$ cat src/rtl/fbc64_pkg.sv
`default_nettype none
package fbc64_pkg;

  localparam int ROUNDS = 32;
  localparam int KEY_WORDS = 8;
  localparam int ROT_LEFT = 11;

  // Rounds that walk the key words forward before turning to reverse order.
  localparam logic [5:0] FWD_ROUNDS_ENC = 6'd24;
  localparam logic [5:0] FWD_ROUNDS_DEC = 6'd8;

  // Configuration register indexes.
  localparam logic [2:0] REG_KEY_01   = 3'd0;
  localparam logic [2:0] REG_KEY_23   = 3'd1;
  localparam logic [2:0] REG_KEY_45   = 3'd2;
  localparam logic [2:0] REG_KEY_67   = 3'd3;
  localparam logic [2:0] REG_ENC_MODE = 3'd4;

  typedef struct packed {
    logic [31:0] first_half;
    logic [31:0] second_half;
  } in_item_t;

  typedef struct packed {
    logic [31:0] result_first_half;
    logic [31:0] result_second_half;
  } out_item_t;

  // Working halves carried from cell to cell.
  typedef struct packed {
    logic [31:0] n1;
    logic [31:0] n2;
  } halves_t;

  // Substitution rows, one per nibble position.
  localparam logic [3:0] SBOX [8][16] = '{
    '{4'd0, 4'd1, 4'd2, 4'd3, 4'd4, 4'd5, 4'd6, 4'd7,
      4'd8, 4'd9, 4'd10, 4'd11, 4'd12, 4'd13, 4'd14, 4'd15},
    '{4'd0, 4'd1, 4'd2, 4'd3, 4'd4, 4'd5, 4'd6, 4'd7,
      4'd8, 4'd9, 4'd10, 4'd11, 4'd12, 4'd13, 4'd14, 4'd15},
    '{4'd0, 4'd1, 4'd2, 4'd3, 4'd4, 4'd5, 4'd6, 4'd7,
      4'd8, 4'd9, 4'd10, 4'd11, 4'd12, 4'd13, 4'd14, 4'd15},
    '{4'd0, 4'd1, 4'd2, 4'd3, 4'd4, 4'd5, 4'd6, 4'd7,
      4'd8, 4'd9, 4'd10, 4'd11, 4'd12, 4'd13, 4'd14, 4'd15},
    '{4'd0, 4'd1, 4'd2, 4'd3, 4'd4, 4'd5, 4'd6, 4'd7,
      4'd8, 4'd9, 4'd10, 4'd11, 4'd12, 4'd13, 4'd14, 4'd15},
    '{4'd0, 4'd1, 4'd2, 4'd3, 4'd4, 4'd5, 4'd6, 4'd7,
      4'd8, 4'd9, 4'd10, 4'd11, 4'd12, 4'd13, 4'd14, 4'd15},
    '{4'd0, 4'd1, 4'd2, 4'd3, 4'd4, 4'd5, 4'd6, 4'd7,
      4'd8, 4'd9, 4'd10, 4'd11, 4'd12, 4'd13, 4'd14, 4'd15},
    '{4'd0, 4'd1, 4'd2, 4'd3, 4'd4, 4'd5, 4'd6, 4'd7,
      4'd8, 4'd9, 4'd10, 4'd11, 4'd12, 4'd13, 4'd14, 4'd15}
  };

  function automatic logic [31:0] substitute(input logic [31:0] v);
    logic [31:0] r;
    r = '0;
    for (int i = 0; i < 8; i++) begin
      r[4*i +: 4] = SBOX[i][v[4*i +: 4]];
    end
    return r;
  endfunction

  // Round function: add key, substitute, rotate left.
  function automatic logic [31:0] round_fn(input logic [31:0] half, input logic [31:0] k);
    logic [31:0] s;
    s = substitute(half + k);
    return {s[31-ROT_LEFT:0], s[31:32-ROT_LEFT]};
  endfunction

  // Key word used in a given round for the selected direction.
  function automatic logic [2:0] key_index(input logic [4:0] rnd, input logic enc);
    logic [5:0] fwd;
    fwd = enc ? FWD_ROUNDS_ENC : FWD_ROUNDS_DEC;
    if ({1'b0, rnd} < fwd) begin
      return rnd[2:0];
    end
    return 3'd7 - rnd[2:0];
  endfunction

endpackage
`default_nettype wire

$ cat src/rtl/fbc64_round_cell.sv
`default_nettype none
module fbc64_round_cell (
  input  wire logic              clk,
  input  wire logic              rst,
  input  wire logic [31:0]       key,
  input  wire logic              up_valid,
  output logic                   up_ready,
  input  wire fbc64_pkg::halves_t up_data,
  output logic                   dn_valid,
  input  wire logic              dn_ready,
  output fbc64_pkg::halves_t     dn_data
);

  logic               valid;
  fbc64_pkg::halves_t data;

  // Take a new item whenever the held one is empty or leaving.
  assign up_ready = !valid || dn_ready;
  assign dn_valid = valid;
  assign dn_data  = data;

  always_ff @(posedge clk) begin
    if (rst) begin
      valid <= 1'b0;
    end else if (up_ready) begin
      valid <= up_valid;
    end
  end

  always_ff @(posedge clk) begin
    if (up_ready && up_valid) begin
      data.n1 <= fbc64_pkg::round_fn(up_data.n1, key) ^ up_data.n2;
      data.n2 <= up_data.n1;
    end
  end

endmodule
`default_nettype wire

$ cat config.mk
export PLATFORM = sky130hd
export DESIGN_NAME = fbc64_round_cell
export DESIGN_NICKNAME = d
export VERILOG_FILES = /design/src/rtl/fbc64_pkg.sv /design/src/rtl/fbc64_round_cell.sv
export SDC_FILE = /design/constraint.sdc
export NUM_CORES = 1
export LEC_CHECK = 0
export BUFFER_PORTS_ARGS = -buffer_cell sky130_fd_sc_hd__buf_2
export CAP_MARGIN = 20
export CELL_PAD_IN_SITES_DETAIL_PLACEMENT = 1
export CELL_PAD_IN_SITES_GLOBAL_PLACEMENT = 2
export CORE_UTILIZATION = 26
export CTS_CLUSTER_SIZE = 24
export DETAILED_ROUTE_END_ITERATION = 8
export PLACE_DENSITY_LB_ADDON = 0.05
export SYNTH_ARGS = -nofsm -noshare
export SYNTH_HDL_FRONTEND = slang
export SYNTH_SLANG_ARGS = --single-unit
$ cat constraint.sdc
create_clock -name clk -period 6.23 [get_ports clk]
set_input_delay 0.3115 -clock clk [delete_from_list [all_inputs] [get_ports clk]]
set_output_delay 0.3115 -clock clk [all_outputs]
set_load 0.03 [all_outputs]
Word level (Yosys, flattened, before mapping):

Memories as Yosys holds them, arrays and structs flattened.
Index checks and enable logic that the tools add are counted.

* add/sub/neg operators: 1
* $lt $le $gt $ge: 8
* mux-type cells: 16
* bitwise operators: 9
* reduce and logical (&&, ||, !) cells: 3

Operators with widths (number)
* 4-bit 2-to-1 mux: 16
* 5-bit greater-or-equal comparator (second input constant): 8
* 4-bit NOT with 5-bit output: 8
* 32-bit adder: 1
* 32-bit bitwise XOR: 1
* 1-bit logical AND: 1
* 1-bit zero test: 1
* 1-bit logical OR: 1

* bits in registers: 65
* ROM bits: 512
* input bits: 100
* output and inout port bits: 66
* word-level logic and storage cells: 48
* memories kept: 8

Memory list
* (name not given): depth 16, bits a word 4, rd ports 1, clocked after memory_dff 0, wr ports 0, RTL line fbc64_pkg.sv:59 `r[4*i +: 4] = SBOX[i][v[4*i +: 4]];`
* (name not given): depth 16, bits a word 4, rd ports 1, clocked after memory_dff 0, wr ports 0, RTL line fbc64_pkg.sv:59
* (name not given): depth 16, bits a word 4, rd ports 1, clocked after memory_dff 0, wr ports 0, RTL line fbc64_pkg.sv:59
* (name not given): depth 16, bits a word 4, rd ports 1, clocked after memory_dff 0, wr ports 0, RTL line fbc64_pkg.sv:59
* (name not given): depth 16, bits a word 4, rd ports 1, clocked after memory_dff 0, wr ports 0, RTL line fbc64_pkg.sv:59
* (name not given): depth 16, bits a word 4, rd ports 1, clocked after memory_dff 0, wr ports 0, RTL line fbc64_pkg.sv:59
* 2 more memories

Longest topological paths before layout:

* word-level depth: 6
* depth in mapped cells: 10
* mapped depth without buffers: 10

Least setup slack after synthesis:

OpenSTA, ideal clock, no wires.

* kind: reg-to-reg
* start: register valid, in the netlist dn_valid
* end: register data (netlist bit dn_data[0]), enable pin
* library setup time: 0.429 ns
* arrival time: 2.297 ns
* data required time: 5.801 ns
* setup slack: 3.504 ns
* stages on the path, launching flop included: 3
* buffers on the path: 0
* path through: dfxtp_1 nand2b_1 and2_1

* cells in the longest elaborated chain, start to end: 3

RTL lines
* start, declared: RTL line fbc64_round_cell.sv:14 `logic valid;`
* start signal, assigned: RTL line fbc64_round_cell.sv:26 `valid <= up_valid;`
* 1-bit zero test: RTL line fbc64_round_cell.sv:18 `assign up_ready = !valid || dn_ready;`
* 1-bit logical OR: RTL line fbc64_round_cell.sv:18
* net up_ready: RTL line fbc64_round_cell.sv:7 `output logic up_ready,`
* 1-bit logical AND: RTL line fbc64_round_cell.sv:31 `if (up_ready && up_valid) begin`
* end, declared: RTL line fbc64_round_cell.sv:15 `fbc64_pkg::halves_t data;`

The timed path passes the listed nets, and every way through them passes these cells.
A chain may end at the register's enable or synchronous reset.

Final worst setup path:

* start: input port up_data[32] (netlist name)
* end: register data (netlist bit dn_data[39]), data pin

* cells in the longest elaborated chain, start to end: 6

RTL lines
* start, declared: RTL line fbc64_round_cell.sv:8 `input wire fbc64_pkg::halves_t up_data,`
* 32-bit adder: RTL line fbc64_pkg.sv:67 `s = substitute(half + k);`
* 4-bit NOT with 5-bit output (not written as such): RTL line fbc64_pkg.sv:59
* memory read 16 x 4 bit
* 4-bit 2-to-1 mux (not written as such) (2 in a row): RTL line fbc64_pkg.sv:59
* 32-bit bitwise XOR: RTL line fbc64_round_cell.sv:32 `data.n1 <= fbc64_pkg::round_fn(up_data.n1, key) ^ up_data.n2;`

No other way between the ends. The select of a mux whose other input is x is not followed.

==> results_tabular.tex <==
\begin{tabular}{lr}
\hline
Metric & Value \\
\hline
\multicolumn{2}{l}{\textbf{Floorplan}} \\
Width of the die & 126 um \\
Number of rows created at floorplan & 44 \\
Initial core utilization & 27.0\% \\
Die area & 0.0158 sq mm \\
Chip height & 126 um \\
Area of the core & 0.0148 sq mm \\
\# IOs & 166 \\
\multicolumn{2}{l}{\textbf{Critical path}} \\
Worst setup EP type & register \\
Data required time of the worst path & 6.31 ns \\
WP depth & 11 \\
Kind of cell adding the most delay to the critical path & compound AO/OA/AOI/OAI gates \\
Critical path class & in -> reg \\
Launching instance or port of the critical path & up\_data[32] \\
Minimum setup slack among reg-to-reg paths & 4.64 ns \\
Worst R2R Start & dn\_valid\$\_SDFFE\_PP0N\_ \\
Largest fanout on the critical path & 3 \\
Critical Path Source Type & input port \\
Endpoint arrival time on the critical path & 2.65 ns \\
Cell chain of the critical path & buf\_2, ha\_1, inv\_1, fa\_1, nor2b\_1, o2111ai\_1, a21oi\_2, a31oi\_1, a211o\_1, o31ai\_2, xnor2\_1 \\
Register-to-Register Path Depth & 2 \\
Buffers plus inverters on the worst setup path & 2 \\
Crit path to & dn\_data[39]\$\_DFFE\_PP\_ \\
Slowest cell on crit path & fa\_1 \\
Worst r2r dst & dn\_data[51]\$\_DFFE\_PP\_ \\
Highest cell delay on the worst timing path & 0.39 ns \\
\multicolumn{2}{l}{\textbf{Clock tree}} \\
Clock insertion delay at the later pin of the skew report & 0.34 ns \\
Hold buffers post-CTS & 0 \\
Sink Count & 65 \\
CTS tree & yes \\
Root buffer cell & clkbuf\_16 \\
Number of clock buffers inserted by TritonCTS & 9 \\
Number of resized instances in the post-cts repair step & 0 \\
Clock-pin slew of the registers on the worst-case setup and hold paths & 0.05 ns \\
Clock H-tree levels & 3 \\
Post-CTS setup buffer count & 0 \\
Max clock buf depth & 2 \\
\multicolumn{2}{l}{\textbf{STA}} \\
Setup repair after global routing missed its margin & no \\
Worst hold slack & 0.124 ns \\
Final-report max-slew violation count & 0 \\
Worst-margin pin slew & 0.932 ns \\
Final-report hold violation count & 0 \\
Fmax & 0.389 GHz \\
Slew HR & 37.8\% \\
Crit share post-route & 41.2\% \\
Setup Skew & 0.00580 ns \\
Time the worst path needs with I/O delays and setup & 2.57 ns \\
Setup-violating endpoint count in the final report & 0 \\
Sum of negative setup slack & 0 ns \\
\multicolumn{2}{l}{\textbf{Status}} \\
Failing checks & DRC \\
Result of the run & complete, but fails checks \\
\multicolumn{2}{l}{\textbf{Layout}} \\
Highest-count cells in the layout ignoring fill and taps & 165 x buf\_2, 64 x edfxtp\_1, 47 x xnor2\_1, 31 x ha\_1, 25 x a21oi\_1 \\
Most frequent standard cell in the layout excluding fill and tap cells & buf\_2 \\
Ratio of cells with drive above 1 in the final layout & 38.6\% \\
Layout area overhead & 33.0\% \\
\# nets final & 642 \\
Count of non-filler cells in the finished layout & 699 \\
Share of the core filled with cells in the final layout & 35.9\% \\
Antenna diode count & 0 \\
\multicolumn{2}{l}{\textbf{Logic synthesis}} \\
Simple logic cell fraction of the synthesized area & 8.72\% \\
Post-Syn Instances & 340 \\
Share of the synthesized area in the top cell type & 48.3\% \\
Count of flip-flops with a built-in enable after synthesis & 64 \\
Yosys cell types & 53 \\
Xor/xnor share of the synthesized area & 13.4\% \\
Adder-Cell Fraction of Synth Area & 10.3\% \\
Mux share of post-synthesis cell area & 0\% \\
Fraction of registers with async set/reset & 0\% \\
Flip-flop and latch count after synthesis & 65 \\
Per-instance average area after synthesis & 11.7 sq um \\
Synthesized Nets & 472 \\
Synth top area cells & edfxtp\_1 48\%, xnor2\_1 10\%, ha\_1 9.8\% \\
Cell taking the most area after synthesis & edfxtp\_1 \\
Compound-gate portion of the synthesized area & 16.8\% \\
Dominant combinational cell family by area after synthesis & compound AO/OA/AOI/OAI gates \\
Synth Flop Type & edfxtp\_1 \\
Synthesized area & 0.00398 sq mm \\
Part of the Yosys area used for sequential elements & 48.8\% \\
Yosys synthesis warning count & 0 \\
\multicolumn{2}{l}{\textbf{Detailed routing}} \\
Detailed Route WL & 11300 um \\
Iter 0 DRT Violations & 133 \\
Total DRC errors in the routed layout & 14 \\
Routed wire per std cell & 16.2 um \\
DR pass1 iterations & 7 \\
Via Count & 3261 \\
Remaining antenna violation count & 0 \\
Vias per cell & 4.67 \\
\multicolumn{2}{l}{\textbf{Pwr}} \\
Largest voltage drop on the vdd net & 0.132 mV \\
Standby leakage power & 2.30 nW \\
Power per unit of standard cell area & 282 mW/mm\^{}2 \\
\multicolumn{2}{l}{\textbf{Place}} \\
Cell count after placement & 683 \\
HPWL after detailed placement & 8930 um \\
Routability congestion estimate from global placement & 0.743 \\
Buffers added on ports & 165 \\
\multicolumn{2}{l}{\textbf{GRT}} \\
Via count of the first global-routing pass & 3406 \\
GRT Total Usage & 14.8\% \\
Wire length of the first global-routing pass & 17900 um \\
Initial antenna violation count & 0 \\
Aggregate global routing overflow & 0 \\
Maximum number of pins on one net before global-route repair & 65 \\
\multicolumn{2}{l}{\textbf{Worst hold path}} \\
Class of the tightest hold or removal check & in -> reg \\
\multicolumn{2}{l}{\textbf{Flow run}} \\
Max-capacitance violation count & 0 \\
\hline
\end{tabular}
state kept, by name (all words and copies together) (netlist names):
signal and count:
dn_data 64, dn_valid 1
worst min path at each step:
stage,startpoint,to,slack (ns),cells after the start
2_1_floorplan,rst,dn_valid$_SDFFE_PP0N_,0.38,1
3_3_place_gp,rst,dn_valid$_SDFFE_PP0N_,0.47,2
3_5_place_dp,rst,dn_valid$_SDFFE_PP0N_,0.48,2
4_1_cts,rst,dn_valid$_SDFFE_PP0N_,0.11,2
5_1_grt,rst,dn_valid$_SDFFE_PP0N_,0.13,2
6_report,rst,dn_valid$_SDFFE_PP0N_,0.12,2
synth_stat cells, types with 4 or more instances:
master,n
a21o_1,13
a21oi_1,25
a31o_2,4
a31oi_1,4
clkbuf_1,4
edfxtp_1,64
ha_1,31
inv_1,12
nand2_1,20
nand3_1,7
nor2_1,16
nor3_1,7
o21ai_0,11
xnor2_1,47
xor2_1,14
metal layers:
metal / vias to the layer above / share of wire, % / global-route usage [%]
met2: 99 / 46 / 23.7
li1: 1617 / - / -
met5: - / 0 / 0
met4: 0 / 2.3 / 7.39
met1: 1530 / 46 / 19.0
met3: 15 / 5.5 / 3.14
cells by family (layout without fill, tap and decap cells):
kind of cell | count (synthesis) | in the layout
AO/OA/AOI/OAI | 93 | 93
XOR/XNOR | 61 | 61
adder cells (fa/ha/maj) | 32 | 32
buffers and inverters | 18 | 193
flip-flops | 65 | 65
AND/OR/NAND/NOR | 71 | 71
power breakdown:
group / internal [mW] / leakage (nW) / total, mW / switching [mW]
Sequential: 0.546 / 0.627 / 0.557 / 0.0107
Combinational: 0.164 / 1.53 / 0.435 / 0.270
Clock: 0.305 / 0.142 / 0.501 / 0.196
stage by stage:
stage | instance area, sq um | worst slack (ns) | power (mW)
after floorplan | 3980 | 3.50 | 0.872
after global placement | 5000 | 3.37 | 1.01
after detailed placement | 5000 | 3.32 | 1.01
after CTS | 5290 | 3.67 | 1.52
after global routing | 5290 | 3.45 | 1.57
final | 5290 | 3.66 | 1.49
area by class of cell:
type / count / area [sq um]
Sequential cell: 65 / 1940
Multi-Input combinational cell: 257 / 1960
Clock buffer: 9 / 225
Clock inverter: 7 / 61.3
Inverter: 12 / 45.0
Timing Repair Buffer: 165 / 826
Fill cell: 1702 / 9460
Tap cell: 184 / 230
No activity file was read; power rests on OpenSTA's default activity.
